==> config.mk <==
export PLATFORM = sky130hd
export DESIGN_NAME = lcd_rect_fill_stream
export DESIGN_NICKNAME = d
export VERILOG_FILES = /design/src/rtl/lrf_pkg.sv /design/src/rtl/lrf_front.sv /design/src/rtl/lrf_queue.sv /design/src/rtl/lrf_back.sv /design/src/rtl/lcd_rect_fill_stream.sv
export SDC_FILE = /design/constraint.sdc
export NUM_CORES = 1
export LEC_CHECK = 0
export ABC_AREA = 1
export ABC_CLOCK_PERIOD_IN_PS = 6300
export BUFFER_PORTS_ARGS = -buffer_cell sky130_fd_sc_hd__buf_4
export CAP_MARGIN = 20
export CELL_PAD_IN_SITES_DETAIL_PLACEMENT = 2
export CELL_PAD_IN_SITES_GLOBAL_PLACEMENT = 2
export CORE_MARGIN = 3
export CORE_UTILIZATION = 40
export DETAILED_ROUTE_END_ITERATION = 8
export PLACE_DENSITY_LB_ADDON = 0.12
export RECOVER_POWER = 50
export SYNTH_ARGS = -nofsm -noshare
export SYNTH_HDL_FRONTEND = slang
export SYNTH_SLANG_ARGS = --single-unit
==> constraint.sdc <==
create_clock -name i_clk -period 6.3 [get_ports i_clk]
set_input_delay 0.945 -clock i_clk [delete_from_list [all_inputs] [get_ports i_clk]]
set_output_delay 0.945 -clock i_clk [all_outputs]
set_load 0.03 [all_outputs]
==> src/rtl/lrf_pkg.sv <==
// Shared types and constants for the LCD rectangle fill byte generator.
// Used by lrf_front, lrf_queue, lrf_back and lcd_rect_fill_stream.
package lrf_pkg;

    localparam int MaxPanelSize = 1024;
    localparam int QueueDepth   = 4;

    localparam int CfgDataW = 11;
    localparam int CoordW   = 10;

    // Configuration register indexes
    localparam logic [0:0] RegPanelWidth  = 1'b0;
    localparam logic [0:0] RegPanelHeight = 1'b1;

    localparam logic [CfgDataW-1:0] ResetPanelWidth  = 11'd320;
    localparam logic [CfgDataW-1:0] ResetPanelHeight = 11'd240;

    // Panel command bytes
    localparam logic [7:0] CmdColumnWindow = 8'h2A;
    localparam logic [7:0] CmdRowWindow    = 8'h2B;
    localparam logic [7:0] CmdMemoryWrite  = 8'h2C;

    // Header byte positions
    localparam logic [3:0] HdrColCmd  = 4'd0;
    localparam logic [3:0] HdrXsHi    = 4'd1;
    localparam logic [3:0] HdrXsLo    = 4'd2;
    localparam logic [3:0] HdrXeHi    = 4'd3;
    localparam logic [3:0] HdrXeLo    = 4'd4;
    localparam logic [3:0] HdrRowCmd  = 4'd5;
    localparam logic [3:0] HdrYsHi    = 4'd6;
    localparam logic [3:0] HdrYsLo    = 4'd7;
    localparam logic [3:0] HdrYeHi    = 4'd8;
    localparam logic [3:0] HdrYeLo    = 4'd9;
    localparam logic [3:0] HdrMemCmd  = 4'd10;

    typedef enum logic [0:0] {
        FUNC_START = 1'b0,
        FUNC_TICK  = 1'b1
    } t_func;

    typedef enum logic [1:0] {
        PH_IDLE,
        PH_HEADER,
        PH_PIXELS
    } t_phase;

    // Classified word handed from front to back
    typedef struct packed {
        t_func              func;
        logic [CoordW-1:0]  xs;
        logic [CoordW-1:0]  xe;
        logic [CoordW-1:0]  ys;
        logic [CoordW-1:0]  ye;
        logic [15:0]        color;
        logic [CoordW-1:0]  rows;
    } t_cmd;

    typedef struct packed {
        logic       is_data;
        logic [7:0] data;
        logic       burst_end;
        logic       fill_end;
    } t_out;

endpackage

==> src/rtl/lrf_front.sv <==
// Front end: panel size registers, input acceptance, clipping and drop of starts.
// Depends on lrf_pkg; pushes classified words into lrf_queue.
module lrf_front #(
    parameter int MAX_PANEL_SIZE = lrf_pkg::MaxPanelSize
) (
    input  logic                         i_clk,
    input  logic                         i_rst_n,
    input  logic                         i_cfg_we,
    input  logic [0:0]                   i_cfg_addr,
    input  logic [lrf_pkg::CfgDataW-1:0] i_cfg_data,
    input  logic                         i_valid,
    input  logic [79:0]                  i_data,
    input  logic                         i_func,
    output logic                         o_ready,
    input  logic                         i_full,
    output logic                         o_push,
    output lrf_pkg::t_cmd                o_cmd
);
    import lrf_pkg::*;

    localparam logic [16:0] MaxP = 17'(MAX_PANEL_SIZE);

    logic [CfgDataW-1:0] r_panel_w, r_panel_h;
    logic [16:0] pw, ph, x, y, w, h, sx, sy, xe_full, ye_full, rows_full;
    logic        drop;

    always_ff @(posedge i_clk) begin
        if (!i_rst_n) begin
            r_panel_w <= ResetPanelWidth;
            r_panel_h <= ResetPanelHeight;
        end else if (i_cfg_we) begin
            case (i_cfg_addr)
                RegPanelWidth:  r_panel_w <= i_cfg_data;
                RegPanelHeight: r_panel_h <= i_cfg_data;
                default: ;
            endcase
        end
    end

    always_comb begin
        pw = ({6'd0, r_panel_w} > MaxP) ? MaxP : {6'd0, r_panel_w};
        ph = ({6'd0, r_panel_h} > MaxP) ? MaxP : {6'd0, r_panel_h};
        x  = {1'b0, i_data[15:0]};
        y  = {1'b0, i_data[31:16]};
        w  = {1'b0, i_data[47:32]};
        h  = {1'b0, i_data[63:48]};
        sx = x + w;
        sy = y + h;
        drop = (x >= pw) || (y >= ph) || (w == 17'd0) || (h == 17'd0);
        // clip the far edge to the panel, window ends are inclusive
        xe_full   = ((sx > pw) ? pw : sx) - 17'd1;
        ye_full   = ((sy > ph) ? ph : sy) - 17'd1;
        rows_full = ye_full - y;
    end

    assign o_ready = !i_full;
    assign o_push  = i_valid && o_ready && ((i_func == FUNC_TICK) || !drop);

    always_comb begin
        o_cmd.func  = t_func'(i_func);
        o_cmd.xs    = x[CoordW-1:0];
        o_cmd.xe    = xe_full[CoordW-1:0];
        o_cmd.ys    = y[CoordW-1:0];
        o_cmd.ye    = ye_full[CoordW-1:0];
        o_cmd.color = i_data[79:64];
        o_cmd.rows  = rows_full[CoordW-1:0];
    end

endmodule

==> src/rtl/lrf_queue.sv <==
// Short queue of classified words between front and back end.
// Depends on lrf_pkg; depth must be a power of two.
module lrf_queue #(
    parameter int DEPTH = lrf_pkg::QueueDepth
) (
    input  logic          i_clk,
    input  logic          i_rst_n,
    input  logic          i_push,
    input  lrf_pkg::t_cmd i_cmd,
    output logic          o_full,
    input  logic          i_pop,
    output logic          o_valid,
    output lrf_pkg::t_cmd o_cmd
);
    import lrf_pkg::*;

    localparam int PtrW = (DEPTH > 1) ? $clog2(DEPTH) : 1;
    localparam int CntW = $clog2(DEPTH + 1);

    t_cmd            r_mem [DEPTH];
    logic [PtrW-1:0] r_wr_ptr, r_rd_ptr;
    logic [CntW-1:0] r_count;

    always_ff @(posedge i_clk) begin
        if (i_push) begin
            r_mem[r_wr_ptr] <= i_cmd;
        end
    end

    always_ff @(posedge i_clk) begin
        if (!i_rst_n) begin
            r_wr_ptr <= '0;
            r_rd_ptr <= '0;
            r_count  <= '0;
        end else begin
            if (i_push) r_wr_ptr <= r_wr_ptr + PtrW'(1);
            if (i_pop)  r_rd_ptr <= r_rd_ptr + PtrW'(1);
            case ({i_push, i_pop})
                2'b10:   r_count <= r_count + CntW'(1);
                2'b01:   r_count <= r_count - CntW'(1);
                default: ;
            endcase
        end
    end

    assign o_full  = (r_count == CntW'(DEPTH));
    assign o_valid = (r_count != '0);
    assign o_cmd   = r_mem[r_rd_ptr];

    a_no_overflow: assert property (@(posedge i_clk) disable iff (!i_rst_n)
        i_push |-> (r_count != CntW'(DEPTH) || i_pop))
        else $error("queue push while full");
    a_no_underflow: assert property (@(posedge i_clk) disable iff (!i_rst_n)
        i_pop |-> (r_count != '0))
        else $error("queue pop while empty");

endmodule

==> src/rtl/lrf_back.sv <==
// Back end: fill sequencer that turns queued words into panel bytes.
// Depends on lrf_pkg; drives the registered output word.
module lrf_back (
    input  logic          i_clk,
    input  logic          i_rst_n,
    input  logic          i_q_valid,
    input  lrf_pkg::t_cmd i_cmd,
    output logic          o_pop,
    output logic          o_valid,
    input  logic          i_ready,
    output lrf_pkg::t_out o_out
);
    import lrf_pkg::*;

    t_phase            r_phase, n_phase;
    logic [3:0]        r_hidx, n_hidx;
    logic [CoordW-1:0] r_xs, n_xs, r_xe, n_xe, r_ys, n_ys, r_ye, n_ye;
    logic [CoordW-1:0] r_rows, n_rows;
    logic [15:0]       r_color, n_color;
    logic [10:0]       r_rbc, n_rbc, r_last, n_last;
    logic              r_out_valid, n_out_valid;
    t_out              r_out, n_out;
    logic              row_done;

    always_ff @(posedge i_clk) begin
        if (!i_rst_n) begin
            r_phase     <= PH_IDLE;
            r_hidx      <= '0;
            r_rbc       <= '0;
            r_rows      <= '0;
            r_out_valid <= 1'b0;
        end else begin
            r_phase     <= n_phase;
            r_hidx      <= n_hidx;
            r_rbc       <= n_rbc;
            r_rows      <= n_rows;
            r_out_valid <= n_out_valid;
        end
    end

    always_ff @(posedge i_clk) begin
        r_xs    <= n_xs;
        r_xe    <= n_xe;
        r_ys    <= n_ys;
        r_ye    <= n_ye;
        r_color <= n_color;
        r_last  <= n_last;
        r_out   <= n_out;
    end

    // take a word whenever the output register is free or drains this cycle
    assign o_pop    = i_q_valid && (!r_out_valid || i_ready);
    assign row_done = (r_rbc >= r_last);

    always_comb begin
        n_phase     = r_phase;
        n_hidx      = r_hidx;
        n_xs        = r_xs;
        n_xe        = r_xe;
        n_ys        = r_ys;
        n_ye        = r_ye;
        n_rows      = r_rows;
        n_color     = r_color;
        n_rbc       = r_rbc;
        n_last      = r_last;
        n_out       = r_out;
        n_out_valid = r_out_valid && !i_ready;
        if (o_pop) begin
            case (i_cmd.func)
                FUNC_START: begin
                    // drop a start that lands during a fill
                    if (r_phase == PH_IDLE) begin
                        n_xs    = i_cmd.xs;
                        n_xe    = i_cmd.xe;
                        n_ys    = i_cmd.ys;
                        n_ye    = i_cmd.ye;
                        n_rows  = i_cmd.rows;
                        n_color = i_cmd.color;
                        n_last  = {i_cmd.xe - i_cmd.xs, 1'b1};
                        n_hidx  = '0;
                        n_rbc   = '0;
                        n_phase = PH_HEADER;
                    end
                end
                FUNC_TICK: begin
                    case (r_phase)
                        PH_HEADER: begin
                            n_out_valid = 1'b1;
                            n_hidx      = r_hidx + 4'd1;
                            n_out       = '{is_data: 1'b1, data: 8'd0,
                                            burst_end: 1'b0, fill_end: 1'b0};
                            case (r_hidx)
                                HdrColCmd: begin
                                    n_out.is_data   = 1'b0;
                                    n_out.data      = CmdColumnWindow;
                                    n_out.burst_end = 1'b1;
                                end
                                HdrXsHi: n_out.data = {6'd0, r_xs[9:8]};
                                HdrXsLo: n_out.data = r_xs[7:0];
                                HdrXeHi: n_out.data = {6'd0, r_xe[9:8]};
                                HdrXeLo: begin
                                    n_out.data      = r_xe[7:0];
                                    n_out.burst_end = 1'b1;
                                end
                                HdrRowCmd: begin
                                    n_out.is_data   = 1'b0;
                                    n_out.data      = CmdRowWindow;
                                    n_out.burst_end = 1'b1;
                                end
                                HdrYsHi: n_out.data = {6'd0, r_ys[9:8]};
                                HdrYsLo: n_out.data = r_ys[7:0];
                                HdrYeHi: n_out.data = {6'd0, r_ye[9:8]};
                                HdrYeLo: begin
                                    n_out.data      = r_ye[7:0];
                                    n_out.burst_end = 1'b1;
                                end
                                default: begin
                                    n_out.is_data   = 1'b0;
                                    n_out.data      = CmdMemoryWrite;
                                    n_out.burst_end = 1'b1;
                                    n_hidx          = '0;
                                    n_rbc           = '0;
                                    n_phase         = PH_PIXELS;
                                end
                            endcase
                        end
                        PH_PIXELS: begin
                            n_out_valid     = 1'b1;
                            n_out.is_data   = 1'b1;
                            n_out.data      = r_rbc[0] ? r_color[7:0] : r_color[15:8];
                            n_out.burst_end = row_done;
                            n_out.fill_end  = row_done && (r_rows == '0);
                            if (!row_done) begin
                                n_rbc = r_rbc + 11'd1;
                            end else if (r_rows == '0) begin
                                n_rbc   = '0;
                                n_phase = PH_IDLE;
                            end else begin
                                n_rbc  = '0;
                                n_rows = r_rows - CoordW'(1);
                            end
                        end
                        default: ;
                    endcase
                end
                default: ;
            endcase
        end
    end

    assign o_valid = r_out_valid;
    assign o_out   = r_out;

    a_fill_end_closes_burst: assert property (@(posedge i_clk) disable iff (!i_rst_n)
        (r_out_valid && r_out.fill_end) |-> (r_out.burst_end && r_out.is_data))
        else $error("fill end without burst end");
    a_header_range: assert property (@(posedge i_clk) disable iff (!i_rst_n)
        (r_phase == PH_HEADER) |-> (r_hidx <= HdrMemCmd))
        else $error("header position out of range");
    a_idle_after_fill: assert property (@(posedge i_clk) disable iff (!i_rst_n)
        (n_out_valid && n_out.fill_end && o_pop) |=> (r_phase == PH_IDLE))
        else $error("sequencer not idle after last byte");

endmodule

==> src/rtl/lcd_rect_fill_stream.sv <==
// Top level of the LCD rectangle fill byte generator.
// Depends on lrf_pkg, lrf_front, lrf_queue and lrf_back.
//
//  channel   direction  handshake                  payload
//  cfg       in         i_cfg_we                   i_cfg_addr (0 width, 1 height), i_cfg_data
//  s_axis    in         s_axis_tvalid/tready       tdata x,y,width,height,color; tuser func
//  m_axis    out        m_axis_tvalid/tready       tdata byte,burst_end; tuser is_data; tlast
//
// One input word per cycle sustained; a tick that yields a byte passes through
// the queue register and then the output register before it shows at m_axis.
// The input stalls only when the four-entry queue is full; the queue fills
// while m_axis_tready is held low. Synchronous active-low reset restores
// panel size 320 x 240 and an idle sequencer.
module lcd_rect_fill_stream #(
    parameter int MAX_PANEL_SIZE = lrf_pkg::MaxPanelSize,
    parameter int QUEUE_DEPTH    = lrf_pkg::QueueDepth
) (
    input  logic                         i_clk,
    input  logic                         i_rst_n,
    input  logic                         i_cfg_we,
    input  logic [0:0]                   i_cfg_addr,
    input  logic [lrf_pkg::CfgDataW-1:0] i_cfg_data,
    input  logic                         s_axis_tvalid,
    output logic                         s_axis_tready,
    // [15:0] rect_x, [31:16] rect_y, [47:32] rect_width, [63:48] rect_height,
    // [79:64] fill_color
    input  logic [79:0]                  s_axis_tdata,
    // [0] func
    input  logic [0:0]                   s_axis_tuser,
    output logic                         m_axis_tvalid,
    input  logic                         m_axis_tready,
    // [7:0] out_byte, [8] burst_end, [15:9] zero
    output logic [15:0]                  m_axis_tdata,
    // [0] is_data
    output logic [0:0]                   m_axis_tuser,
    // fill_end
    output logic                         m_axis_tlast
);
    import lrf_pkg::*;

    logic push, full, pop, q_valid;
    t_cmd push_cmd, q_cmd;
    t_out out_word;

    lrf_front #(.MAX_PANEL_SIZE(MAX_PANEL_SIZE)) u_front (
        .i_clk      (i_clk),
        .i_rst_n    (i_rst_n),
        .i_cfg_we   (i_cfg_we),
        .i_cfg_addr (i_cfg_addr),
        .i_cfg_data (i_cfg_data),
        .i_valid    (s_axis_tvalid),
        .i_data     (s_axis_tdata),
        .i_func     (s_axis_tuser[0]),
        .o_ready    (s_axis_tready),
        .i_full     (full),
        .o_push     (push),
        .o_cmd      (push_cmd)
    );

    lrf_queue #(.DEPTH(QUEUE_DEPTH)) u_queue (
        .i_clk   (i_clk),
        .i_rst_n (i_rst_n),
        .i_push  (push),
        .i_cmd   (push_cmd),
        .o_full  (full),
        .i_pop   (pop),
        .o_valid (q_valid),
        .o_cmd   (q_cmd)
    );

    lrf_back u_back (
        .i_clk     (i_clk),
        .i_rst_n   (i_rst_n),
        .i_q_valid (q_valid),
        .i_cmd     (q_cmd),
        .o_pop     (pop),
        .o_valid   (m_axis_tvalid),
        .i_ready   (m_axis_tready),
        .o_out     (out_word)
    );

    assign m_axis_tdata = {7'd0, out_word.burst_end, out_word.data};
    assign m_axis_tuser = out_word.is_data;
    assign m_axis_tlast = out_word.fill_end;

endmodule
==> results of run 1 <==
==> path summary, 6_finish.rpt <==
check / to / depth (start not counted) / startpoint / slack (ns)
max: u_queue.r_mem[1][8] / 36 / s_axis_tdata[16] / 0.31
min reg2reg: register / 2 / u_queue.r_rd_ptr[1] / 0.48
max reg2reg: u_back.r_last[9] / 10 / register / 0.57
min: register / 2 / u_queue.r_rd_ptr[1] / 0.48
==> synth_stat cells, drive strengths merged (3+ instances only) <==
library cell / n
ha: 120
or2: 3
inv: 208
o21ai: 177
a221oi: 5
nor4: 15
a211oi: 4
edfxtp: 345
nand4: 18
a22o: 4
dfxtp: 59
a21oi: 102
o221ai: 6
clkbuf: 53
fa: 5
o22ai: 58
xor2: 44
nand3: 65
nand2: 369
nor2: 244
a32oi: 10
a32o: 7
nand3b: 4
xnor2: 16
nor3: 17
a21o: 3
a31oi: 7
buf: 13
==> kinds of logic after synthesis <==
family / count (synthesis)
compound gates: 399
xor+xnor: 60
fa+ha+maj: 125
buf+inv: 276
flops: 404
mux: 1
other cells: 1
simple gates: 741
==> power by group <==
| part | leakage, nW | internal, W | switching, W |
|---|---|---|---|
| Sequential | 3.61 | 0.00353 | 0.000186 |
| Clock | 0.631 | 0.00137 | 0.00104 |
| Combinational | 4.91 | 0.000958 | 0.00236 |
==> state kept, by name (all words and copies together) (netlist names), 2 cells and up, named ones only <==
| signal | cells |
|---|---|
| u_back.o_out | 11 |
| u_back.r_color | 16 |
| u_back.r_hidx | 4 |
| u_back.r_last | 10 |
| u_back.r_phase | 2 |
| u_back.r_rbc | 11 |
| u_back.r_rows | 10 |
| u_back.r_xe | 10 |
| u_back.r_xs | 10 |
| u_back.r_ye | 10 |
| u_back.r_ys | 10 |
| u_front.r_panel_h | 11 |
| u_front.r_panel_w | 11 |
| u_queue.r_count | 3 |
| u_queue.r_mem | 268 |
| u_queue.r_rd_ptr | 2 |
| u_queue.r_wr_ptr | 2 |
==> final cells by class <==
type,instances,area (µm²),share of cell area
multi-input cells,1333,7870,0.338
inverters,210,790,0.0340
clock inverters,11,53.8,0.00232
flip-flops and latches,404,11500,0.497
clock buffers,69,1260,0.0541
repair buffers,135,888,0.0382
well taps,672,841,0.0362
==> through the flow <==
stage,cells,area (µm²),power [W],hold WS (ns)
after global routing,2834,23200,0.0100,0.511
final,2834,23200,0.00944,0.480
after detailed placement,2751,22000,0.00705,0.468
after CTS,2831,23400,0.00955,0.483
after global placement,2751,22000,0.00675,0.439
after floorplan,2013,20400,0.00580,0.436
==> worst max-delay path, delay by kind of cell <==
kind	cells	cell delay (ns)
buffers and inverters	7	0.58
AO/OA/AOI/OAI	5	1.07
AND/OR/NAND/NOR	17	1.72
adder cells (fa/ha/maj)	4	1.13
XOR/XNOR	3	0.85
==> per-layer routing <==
metal / wire, µm / global-route usage / vias to the layer above
met5: 0 / 0 / -
met4: 1750 / 0.0751 / 0
met3: 2060 / 0.0270 / 116
met2: 34400 / 0.454 / 288
met1: 27600 / 0.297 / 7810
li1: - / - / 7214
==> timing repair <==
action,CTS,global route
hold buffers,0,0
pin swaps,0,4
resized for setup,2,14
buffers inserted,0,3
endpoints found under the setup margin,4,12
==> flow_summary.yaml, run 1 <==
timing:
  fin_ws_ns: 0.312
  fin_skew_ns: 0.0191
  min_period_ns: 5.99
  fin_tns_setup_ns: 0
  period_share: 0.951
  slew_viol_final: 123
  hold_viol_final: 0
  setup_viol_count_final: 0
  tightest_slew_ns: 1.80
  relSlewSlack: -0.197
  max_clock_freq_mhz: 167
cts:
  cts_max_path_buffers: 3
  clk_latency_ns: 0.56
  cts-root-buf: "clkbuf_16"
  cts_buffers: 44
  cts_tree: "built"
  h-tree-depth: 2
  clock-sinks: 404
  path_clk_slew_ns: 0.06
global_route:
  antenna_found_initial: 1
  grt_overflow_total: 0
  track_usage: 0.245
  first_global_vias: 17253
  grt_pass1_wl_um: 101000
  grt_max_degree: 68
synth:
  synthAdderAreaFrac: 0.0785
  netlist_top_cells_area: "edfxtp_1 (51%), ha_1 (7.4%), nand2_1 (6.3%)"
  ys_seq_area_frac: 0.566
  synth_area_um2: 20400
  avgSynthCellArea_um2: 10.2
  yosys_warnings: 0
  synth_compound_area_frac: 0.115
  synth_edf_count: 345
  async_flop_share: 0
  synth_top_family_by_area: "simple AND/OR/NAND/NOR gates"
  synth.distinct_cells: 69
  yosys-mux-area-fraction: 0.000491
  synth_cells: 2007
  synthFlopType: "edfxtp_1"
  synth_top_cell_by_area: "edfxtp_1"
  synth-xor-area-share: 0.0265
  yosys.area_share.simple: 0.160
  yosysTopAreaCellShare: 0.508
  synth-seq-cells: 404
power_and_ir_drop:
  power_density_nw_per_um2: 406
  leakagePower_nw: 9.16
  vdd_drop_max_v: 0.000226
placed_design:
  routabilityCongestion: 0.838
  place_ws_ns: -0.497
  numPortBuffers: 110
  dp_hpwl_um: 46700
final_layout:
  syn2layout_area_growth_pct: 13.9
  fillCellCount: 5340
  layout.nets: 2351
  final_common_cell: "edfxtp_1"
  final_util: 0.462
  final_cell_mix: "edfxtp_1 (345), nand2_1 (343), nor2_1 (228)"
  n_antenna_cell: 0
  layout-drive-gt1-share: 0.110
floorplan:
  die_w_um: 232
  io_pins: 118
  core_region_area_um2: 50300
  start_util: 0.406
  fp-row-count: 82
  die_h_um: 232
  die-area_um2: 53800
worst_setup_path:
  crit_top_cell: "nand2_1"
  slowest_delay_ns: 0.39
  startpoint_type: "input port"
  worst-setup-path-type: "input port to register"
  cp.arrival_ns: 6.29
  worstPathRequired_ns: 6.61
  critPathMaxFanout: 6
  critPathSlowestCell: "xor2_1"
  cp-end-kind: "register"
route:
  antenna_left: 0
  drtPass1Iterations: 5
  finalWirelength_um: 65800
  drc: 0
  vias: 15428
  vias_per_cell: 5.44
  wl_per_cell_um: 23.2
  dr.first_iter.drc_count: 863
outcome:
  status: "finished with violations"
  violations: "capacitance limit, slew limit"
run:
  cap_violations: 3
worst_hold_path:
  min_path_type: "register to register"
Note: power is estimated with default switching activity, not from simulation.
==> run 2: changes to the inputs <==
--- a/config.mk
+++ b/config.mk
@@ -14,7 +14,7 @@
 export CORE_MARGIN = 3
 export CORE_UTILIZATION = 40
 export DETAILED_ROUTE_END_ITERATION = 8
-export PLACE_DENSITY_LB_ADDON = 0.12
+export PLACE_DENSITY = 0.84
 export RECOVER_POWER = 50
 export SYNTH_ARGS = -nofsm -noshare
 export SYNTH_HDL_FRONTEND = slang
==> flow_summary.yaml, run 2 (same netlist as run 1, synthesis figures left out) <==
timing:
  min_period_ns: 5.95
  setup_viol_count_final: 0
  relSlewSlack: -1.01
  fin_tns_setup_ns: 0
  max_clock_freq_mhz: 168
  hold_viol_final: 0
  period_share: 0.945
  slew_viol_final: 57
  fin_ws_ns: 0.349
  fin_skew_ns: 0.0221
  tightest_slew_ns: 3.02
power_and_ir_drop:
  power_switching_w: 0.00373
  vdd_drop_max_v: 0.000184
  p_comb_frac: 0.348
  p_clk_frac: 0.261
  power.internal_w: 0.00589
  leakagePower_nw: 9.20
  p_seq_frac: 0.391
  power.share.switching: 0.388
  power_density_nw_per_um2: 412
global_route:
  antenna_found_initial: 0
  grt_max_degree: 77
  track_usage: 0.260
  grt_overflow_total: 0
  first_global_vias: 17894
  grt_pass1_wl_um: 107000
final_layout:
  final_cell_mix: "edfxtp_1 (345), nand2_1 (340), nor2_1 (227)"
  final_area_um2: 23300
  final_common_cell: "edfxtp_1"
  top_register: "u_queue.r_mem"
  reg_top3: "u_queue.r_mem (268), u_back.r_color (16)"
  syn2layout_area_growth_pct: 14.2
  largest_reg_flops: 268
  layout-drive-gt1-share: 0.119
  n_antenna_cell: 0
  layout.nets: 2352
floorplan:
  die_w_um: 232
  die-area_um2: 53800
  start_util: 0.406
  core_region_area_um2: 50300
  io_pins: 118
  die_h_um: 232
  fp-row-count: 82
route:
  antenna_left: 0
  wl_per_cell_um: 25.0
  finalWirelength_um: 71100
  drtPass1Iterations: 4
  vias: 15771
  drc: 0
  dr.first_iter.drc_count: 985
  vias_per_cell: 5.56
worst_setup_path:
  cp.arrival_ns: 6.27
  critPathSlowestCell: "xnor2_1"
  crit_top_cell: "nand2_1"
  crit_buf_inv: 6
  cp_top_family: "simple AND/OR/NAND/NOR gates"
  slowest_delay_ns: 0.62
  worst-setup-path-type: "input port to register"
  worstPathRequired_ns: 6.62
  cp-end-kind: "register"
  cp-startpoint: "s_axis_tdata[25]"
  critPathMaxFanout: 7
  startpoint_type: "input port"
worst_hold_path:
  hold_path.startpoint: "u_queue.r_rd_ptr[1]"
  min_path_type: "register to register"
placed_design:
  routabilityCongestion: 0.899
  place_area_um2: 22000
  place_ws_ns: -0.469
  dp_hpwl_um: 49000
  numPortBuffers: 110
outcome:
  violations: "capacitance limit, slew limit"
  status: "finished with violations"
cts:
  h-tree-depth: 2
  clk_latency_ns: 0.59
  cts-root-buf: "clkbuf_16"
  cts_buffers: 45
  cts_tree: "built"
  clock-sinks: 404
  path_clk_slew_ns: 0.06
  cts_max_path_buffers: 3
run:
  cap_violations: 1
-- run 2: cell types whose count changed in the layout (fill, tap and decap cells not counted), moves of 3 or more --
| cell | before | now |
|---|---|---|
| nand2_2 | 21 | 24 |
| clkbuf_1 | 66 | 60 |
| nand2_1 | 343 | 340 |
| buf_4 | 83 | 89 |
| inv_1 | 197 | 194 |
| inv_6 | 0 | 3 |
| inv_2 | 9 | 13 |
-- run 2: routing by layer --
| layer | track usage | vias to the layer above | part of all wire |
|---|---|---|---|
| met5 | 0 | - | 0 |
| met4 | 0.0786 | 0 | 0.028 |
| met3 | 0.0368 | 130 | 0.035 |
| met2 | 0.497 | 351 | 0.54 |
| met1 | 0.299 | 8072 | 0.40 |
| li1 | - | 7218 | - |
-- run 2: path summary, 6_finish.rpt --
kind                         end  slack, ns  cells past startpoint
min reg2reg             register       0.47                      2
max reg2reg     u_back.r_rows[2]       0.66                     16
min                     register       0.47                      2
max          u_queue.r_mem[3][9]       0.35                     32
-- run 2: per-stage QoR --
stage	instances	hold WS [ns]	util	power [W]
5_1_grt	2838	0.507	0.464	0.0101
3_3_place_gp	2748	0.443	0.438	0.00667
4_1_cts	2832	0.477	0.465	0.00965
6_report	2838	0.470	0.464	0.00962
2_1_floorplan	2013	0.436	-	0.00580
3_5_place_dp	2748	0.470	0.438	0.00703
-- run 2: final cells by class --
class                           instances  area [µm²]
Multi-Input combinational cell       1333        7890
Clock inverter                         20         153
Tap cell                              672         841
Inverter                              210         790
Clock buffer                           64        1220
Fill cell                            5296       27000
Sequential cell                       404       11500
Timing Repair Buffer                  135         877
-- run 2: power groups by stage --
stage	Sequential, W	Combinational [W]	Clock (W)
after floorplan	0.00369	0.00211	0
after global placement	0.00376	0.00291	0
after detailed placement	0.00381	0.00323	0
after CTS	0.00376	0.00334	0.00255
after global routing	0.00379	0.00369	0.00265
final	0.00375	0.00335	0.00251
-- run 2: worst min-delay path, stage by stage (launching register included) --
cell and delay, ns:
dfxtp_1 0.29, inv_1 0.06, a21oi_1 0.07
-- run 2: timing repair --
action                                  CTS  global route
hold buffers                              0             0
buffers inserted                          0             6
resized for setup                         0            17
endpoints found under the setup margin    0            12
